<file path="src/rtl/fprf_pkg.sv">
`timescale 1ns / 1ps
package fprf_pkg;

  localparam int FRAC_BITS_DEF    = 24;
  localparam int CORDIC_STEPS_DEF = 24;

  localparam int CFG_IDX_W = 1;
  localparam logic [CFG_IDX_W-1:0] CFG_MAX_ITER  = 1'b0;
  localparam logic [CFG_IDX_W-1:0] CFG_TOLERANCE = 1'b1;
  localparam int CFG_DATA_W = 31;

  localparam logic [7:0]  MAX_ITER_RST  = 8'd100;
  localparam logic [30:0] TOLERANCE_RST = 31'd1;

  localparam logic [1:0] OP_CUBIC_MINUS = 2'd0;
  localparam logic [1:0] OP_X_COS       = 2'd1;
  localparam logic [1:0] OP_CUBIC_PLUS  = 2'd2;
  localparam logic [1:0] OP_X_SIN       = 2'd3;

  localparam logic [1:0] ST_CONVERGED = 2'd0;
  localparam logic [1:0] ST_ZERO_DEN  = 2'd1;
  localparam logic [1:0] ST_LIMIT     = 2'd2;

  localparam logic signed [63:0] WIDE_LIM    = 64'sd1 <<< 60;
  localparam logic signed [63:0] QUOT_LIM    = 64'sd1 <<< 40;
  localparam logic signed [63:0] TWO_PI_Q30  = 64'sd6746518852;
  localparam logic signed [63:0] PI_Q30      = 64'sd3373259426;
  localparam logic signed [63:0] HALF_PI_Q30 = 64'sd1686629713;
  localparam logic signed [63:0] GAIN_Q30    = 64'sd652032874;

  function automatic logic signed [63:0] atan_q30(input logic [4:0] i);
    logic signed [63:0] v;
    begin
      case (i)
        5'd0: v = 64'sd843314857;
        5'd1: v = 64'sd497837829;
        5'd2: v = 64'sd263043837;
        5'd3: v = 64'sd133525159;
        5'd4: v = 64'sd67021687;
        5'd5: v = 64'sd33543516;
        5'd6: v = 64'sd16775851;
        5'd7: v = 64'sd8388437;
        5'd8: v = 64'sd4194283;
        5'd9: v = 64'sd2097149;
        default: v = 64'sd1 <<< (30 - i);
      endcase
      return v;
    end
  endfunction

  function automatic logic signed [63:0] sat32(input logic signed [63:0] v);
    begin
      if (v > 64'sd2147483647) return 64'sd2147483647;
      if (v < -64'sd2147483648) return -64'sd2147483648;
      return v;
    end
  endfunction

  // datapath commands from the controller
  typedef enum logic [3:0] {
    CMD_NONE, CMD_LOAD, CMD_EVAL_P0, CMD_EVAL_P1, CMD_STEP, CMD_EVAL_P,
    CMD_UPDATE
  } fprf_cmd_t;

  typedef struct packed {
    logic busy;      // function unit or divider running
    logic den_zero;  // q1 == q0
    logic close;     // |p - p1| < tolerance
  } fprf_stat_t;

  typedef enum logic [3:0] {
    S_IDLE, S_EV0, S_W0, S_EV1, S_W1, S_CHK, S_DIV, S_WDIV, S_EVP, S_WP, S_TEST,
    S_OUT
  } fprf_state_t;

  // function unit states; *_H is the high-half cycle of a product
  typedef enum logic [3:0] {
    F_IDLE, F_SQ, F_SQ_H, F_CUBE, F_CUBE_H, F_MOD, F_RED, F_ROT, F_SIN, F_SIN_H,
    F_FIN
  } fprf_fstate_t;

endpackage

</file>
<file path="src/rtl/fprf_ctrl.sv">
`timescale 1ns / 1ps
module fprf_ctrl (
  input  logic                  clk,
  input  logic                  rst_n,
  input  logic                  in_valid,
  output logic                  in_ready,
  output logic                  out_valid,
  input  logic                  out_ready,
  input  logic [7:0]            max_iterations,
  input  fprf_pkg::fprf_stat_t  stat,
  output fprf_pkg::fprf_cmd_t   cmd,
  output logic [7:0]            iterations,
  output logic [1:0]            status
);
  import fprf_pkg::*;

  fprf_state_t st_r, st_nxt;
  logic [7:0]  it_r, it_nxt;
  logic [1:0]  status_r, status_nxt;

  always_comb begin
    st_nxt = st_r;
    it_nxt = it_r;
    status_nxt = status_r;
    case (st_r)
      S_IDLE: if (in_valid) begin
        st_nxt = S_EV0;
        it_nxt = 8'd2;
      end
      S_EV0: st_nxt = S_W0;
      S_W0:  if (!stat.busy) st_nxt = S_EV1;
      S_EV1: st_nxt = S_W1;
      S_W1:  if (!stat.busy) st_nxt = S_CHK;
      S_CHK: begin
        if (9'(it_r) > 9'(max_iterations)) begin
          status_nxt = ST_LIMIT;
          it_nxt = it_r - 8'd1;
          st_nxt = S_OUT;
        end else if (stat.den_zero) begin
          status_nxt = ST_ZERO_DEN;
          st_nxt = S_OUT;
        end else st_nxt = S_DIV;
      end
      S_DIV:  st_nxt = S_WDIV;
      S_WDIV: if (!stat.busy) st_nxt = S_EVP;
      S_EVP:  st_nxt = S_WP;
      S_WP:   if (!stat.busy) st_nxt = S_TEST;
      S_TEST: begin
        if (stat.close) begin
          status_nxt = ST_CONVERGED;
          st_nxt = S_OUT;
        end else if (it_r == 8'd255) begin
          // next number would pass any limit
          status_nxt = ST_LIMIT;
          st_nxt = S_OUT;
        end else begin
          it_nxt = it_r + 8'd1;
          st_nxt = S_CHK;
        end
      end
      S_OUT: if (out_ready) st_nxt = S_IDLE;
      default: st_nxt = S_IDLE;
    endcase
  end

  always_comb begin
    cmd = CMD_NONE;
    case (st_r)
      S_IDLE: if (in_valid) cmd = CMD_LOAD;
      S_EV0:  cmd = CMD_EVAL_P0;
      S_EV1:  cmd = CMD_EVAL_P1;
      S_DIV:  cmd = CMD_STEP;
      S_EVP:  cmd = CMD_EVAL_P;
      S_TEST: if (!stat.close && it_r != 8'd255) cmd = CMD_UPDATE;
      default: cmd = CMD_NONE;
    endcase
  end

  always_ff @(posedge clk) begin
    if (!rst_n) begin
      st_r <= S_IDLE;
      it_r <= 8'd0;
      status_r <= ST_LIMIT;
    end else begin
      st_r <= st_nxt;
      it_r <= it_nxt;
      status_r <= status_nxt;
    end
  end

  assign in_ready = (st_r == S_IDLE);
  assign out_valid = (st_r == S_OUT);
  assign iterations = it_r;
  assign status = status_r;
endmodule
</file>
<file path="config.mk">
export PLATFORM = sky130hd
export DESIGN_NAME = fprf_ctrl
export DESIGN_NICKNAME = d
export VERILOG_FILES = /design/src/rtl/fprf_pkg.sv /design/src/rtl/fprf_ctrl.sv
export SDC_FILE = /design/constraint.sdc
export NUM_CORES = 1
export LEC_CHECK = 0
export BUFFER_PORTS_ARGS = -buffer_cell sky130_fd_sc_hd__clkbuf_2
export CAP_MARGIN = 20
export CORE_ASPECT_RATIO = 1.2
export CORE_UTILIZATION = 45
export DETAILED_ROUTE_END_ITERATION = 10
export MAX_ROUTING_LAYER = met4
export PLACE_DENSITY = 0.7
export SLEW_MARGIN = 10
export SYNTH_ARGS = -nofsm -noshare
export SYNTH_HDL_FRONTEND = slang
export SYNTH_SLANG_ARGS = --single-unit
</file>
<file path="constraint.sdc">
create_clock -name clk -period 7.92 [get_ports clk]
set_input_delay 2.376 -clock clk [delete_from_list [all_inputs] [get_ports clk]]
set_output_delay 2.376 -clock clk [all_outputs]
set_load 0.01 [all_outputs]
</file>
### Word-level counts from Yosys, hierarchy flattened

Index checks and enable logic that the tools add are counted.

* bits in registers: 14
* input port bits: 15
* output and inout port bits: 16
* word-level logic and storage cells: 62

* add/sub/neg operators: 2
* order comparisons: 1
* eq/ne operators: 24
* mux-type cells: 24
* reduce and logical (&&, ||, !) cells: 8

Operator list (count)
* $pmux 4 s12: 1
* $mux 4: 10
* $mux 8: 4
* $pmux 4 s6: 1
* $pmux 8 s3: 1
* $eq 4x3->1 const B: 4
* $eq 4x4->1 const B: 4
* $ne 2x2->1 const B: 8
* $add 8x1->8 const B: 1
* $eq 4x2->1 const B: 2
* $eq 8x8->1 const B: 1
* $gt 8x8->1: 1
* $mux 2: 4
* $ne 8x8->1 const B: 1
* $sub 8x1->8 const B: 1
* $ne 3x3->1 const B: 2
* $reduce_and 6->1: 1
* $reduce_and 5->1: 1
* $eq 4x1->1 const B: 1
* $logic_not 4->1: 1
* $pmux 2 s2: 1
* $mux 3: 1
* $reduce_and 3->1: 1
* $reduce_bool 3->1: 1
* 5 further kinds: 5

### Depth between registers and ports, before layout

* depth in word-level cells: 4
* gate-level depth with buffers: 12
* depth with buffers taken out: 11

### Worst setup path after synthesis

Ideal clock, no wire load.

* path kind: input to output
* start point: input stat[0] (netlist bit)
* end point: output cmd[2]
* data arrival time: 2.856 ns
* required time: 5.544 ns
* setup slack: 2.688 ns
* cell stages on the path: 2
* buffers on the path: 0
* path through: nor3_2 o21bai_1

* cells in the longest elaborated chain, start to end: 4

RTL lines
* from (decl): RTL line fprf_ctrl.sv:10 `input fprf_pkg::fprf_stat_t stat,`
* $logic_not 1->1: RTL line fprf_ctrl.sv:74 `S_TEST: if (!stat.close && it_r != 8'd255) cmd = CMD_UPDATE;`
* $logic_and 1x1->1: RTL line fprf_ctrl.sv:74
* $mux 3: RTL line fprf_ctrl.sv:74
* $pmux 4 s6: RTL line fprf_ctrl.sv:68 `case (st_r)`
* to (decl): RTL line fprf_ctrl.sv:11 `output fprf_pkg::fprf_cmd_t cmd,`

No other way between the ends.

### Worst setup path after layout

Same ends and word-level chain as after synthesis.

==> metrics <==
outcome=complete, no violations; unrepaired setup endpoints after global routing=no; Sink Count=14; CP max FO=6; CP max stage cell=nor3_2; Hold Slack=0.538 ns; initial antenna violation count=0; Starting Density=48.7%; EDFF count, synth=0; Post-layout nets=238; routed vias/inst=5.74; placed cells=237; Sw Share=46.3%; Core ar.=0.00289 mm2; sequential share of power=33.2%; synthesized flop and latch total=14; P_sw=0.168 mW; clock network power share=14.6%; worst path bufs/invs=2; Post-Layout Cell Count=241; clock latency at the later pin of the worst-skew pair=0.29 ns; Cells after Synth=183; fraction of registers with async set/reset=0%; r2r setup slk=4.70 ns; first-pass GRT wire length=5.54 mm; CP cell instances=clkbuf_2 > nor3_2 > o21bai_1 > clkbuf_2; critical path class=in2out; hold buffers post-CTS=0; vias in the first global route=1320; final WL=3.31 mm; Area contributors post-synth=dfxtp_1 20%, ha_1 12%, a21oi_1 4.6%; Synth Flop Type=dfxtp_1; Filler cells=299; Die Height=63.3 um; CP Capture Point=cmd[2]; total CTS buffers=3; Worst Path Required=5.54 ns; Worst path most repeated cell=clkbuf_2; die width=53.1 um; fin util=54.6%; first-pass iteration count of the detailed router=4; Synth area leader=dfxtp_1; gr usage total=22.1%; total gr overflow=0; wire per inst=13.7 um; clk slew on worst S/H paths=0.10 ns; synth unique cells=49; max_cap viols=0; DRT iter0 DRCs=24; CP top delay family=simple AND/OR/NAND/NOR gates; crit path DAT=3.18 ns; PnR Total Power=0.363 mW; sequential area share after synthesis=19.9%; syn_area_per_cell=7.69 um2; Worst path max stage delay=0.37 ns; CTS max path bufs=2; Layout area overhead=12.1%; num ports=31; Startpoint Class=primary input; Power Density=230 mW/mm2; Syn Nets=213; Crit. Startpoint=stat[0]; Post-Syn Area=0.00141 mm2; share of layout cells above drive strength 1=21.3%; Reg2Reg Depth=11; CTS tree=done; Rel. slew slack=49.5%; diode count=0; cell count along the critical path=4; Root Driver=clkbuf_4; clk_skew=0.0143 ns; CTS H-tree lvls=1; Logic pwr share=52.2%; DR vias=1384; commonest cells in the netlist=14 x dfxtp_1, 14 x ha_1, 14 x nand2_1, 14 x nor2_1; setup TNS=0 ns; Detail Route Antenna Nets=0; total number of yosys warnings=0; VDD IR-drop max=137 uV; Row Count=21; largest net degree at the start of global routing=22; Final Max Slew Viols=0; Fmax=0.180 GHz; worst min path class=reg2reg; post-cts sizing count=0; Tmin final=5.55 ns; global placer's final weighted congestion=0.793; Final setup viols=0; setup bufs post-CTS=0; crit end category=output pin; # port buffers=29; detailed placer's ending HPWL=2.67 mm; drt drc=0; final cycle utilization of the critical path=70.1%; Tightest Pin Transition=0.756 ns; worst reg2reg endpoint=iterations[7]$_SDFFE_PN0P_; die area=0.00336 mm2; top-area cell type share of the netlist area=19.9%; Pint=0.195 mW; Final Hold Viols=0; leakage power of the design=0.681 nW; r2r startpoint=st_r[1]$_SDFFE_PN0P_
==> cells by family after synthesis <==
family,synth area share [%]
adders and majority gates,13.9
other,0.266
DFF,19.9
buffers and inverters,7.56
and+or+nand+nor,26.3
xor gates and xnor gates,4.98
AOI/OAI and AO/OA,27.1
==> power groups by stage <==
| stage | Combinational (mW) | Clock, mW | Sequential (mW) |
|---|---|---|---|
| after detailed placement | 0.189 | 0 | 0.121 |
| final | 0.190 | 0.0529 | 0.121 |
| after global placement | 0.183 | 0 | 0.120 |
| after global routing | 0.210 | 0.0596 | 0.124 |
| after floorplan | 0.184 | 0 | 0.0950 |
| after CTS | 0.190 | 0.0541 | 0.119 |
==> tightest hold or removal path: cells and delay by family (launching register included) <==
kind | cells | cell delay [ns]
AOI/OAI and AO/OA | 1 | 0.11
buffers and inverters | 1 | 0.05
DFF | 1 | 0.33
==> cell usage in the layout, fill, tap and decap left out, types with 2 or more instances in the layout <==
| cell type | n |
|---|---|
| nand4_1 | 4 |
| nor2b_1 | 9 |
| inv_1 | 13 |
| nor2_1 | 14 |
| a21oi_1 | 13 |
| a22oi_1 | 6 |
| xnor2_1 | 7 |
| a211oi_1 | 3 |
| clkbuf_4 | 3 |
| nand3_1 | 5 |
| o21ai_1 | 2 |
| a31oi_1 | 2 |
| o21bai_1 | 2 |
| nand2b_1 | 2 |
| clkbuf_2 | 29 |
| a21o_1 | 4 |
| o21ai_0 | 9 |
| o211ai_1 | 2 |
| nor4_1 | 2 |
| nor3_1 | 6 |
| nand2_1 | 14 |
| ha_1 | 14 |
| o221ai_1 | 2 |
| dfxtp_1 | 14 |
| nor3_2 | 3 |
==> area by class of cell <==
| cell class | count | area, um2 | area share [%] |
|---|---|---|---|
| Clock buffer | 4 | 36.3 | 2.30 |
| Multi-Input combinational cell | 146 | 1020 | 64.7 |
| Inverter | 14 | 52.6 | 3.33 |
| Timing Repair Buffer | 29 | 145 | 9.20 |
| Tap cell | 34 | 42.5 | 2.70 |
| Sequential cell | 14 | 280 | 17.8 |
==> how the worst min path moves through the flow <==
stage | slack, ns | end | cells after the start | from
6_report | 0.54 | status[1]$_SDFFE_PN1P_ | 2 | status[1]$_SDFFE_PN1P_
5_1_grt | 0.57 | status[1]$_SDFFE_PN1P_ | 2 | status[1]$_SDFFE_PN1P_
4_1_cts | 0.54 | status[1]$_SDFFE_PN1P_ | 2 | status[1]$_SDFFE_PN1P_
3_5_place_dp | 0.52 | status[1]$_SDFFE_PN1P_ | 2 | status[1]$_SDFFE_PN1P_
3_3_place_gp | 0.52 | status[1]$_SDFFE_PN1P_ | 2 | status[1]$_SDFFE_PN1P_
2_1_floorplan | 0.52 | iterations[7]$_SDFFE_PN0P_ | 2 | iterations[7]$_SDFFE_PN0P_
==> layer usage <==
layer  wire length (um)  track usage [%]
met5                  0                -
met4                 69             9.87
met3                 89             3.86
met2               1700             35.4
met1               1440             26.2
==> through the flow <==
stage / setup slack (ns) / area, um2
6_report: 2.37 / 1580
5_1_grt: 2.34 / 1580
4_1_cts: 2.37 / 1580
3_5_place_dp: 2.37 / 1540
3_3_place_gp: 2.40 / 1540
2_1_floorplan: 2.69 / 1410
==> flip-flops by register name (all words and copies together) (netlist names) <==
signal,flops
st_r,4
iterations,8
status,2
No activity file was read; power rests on OpenSTA's default activity.
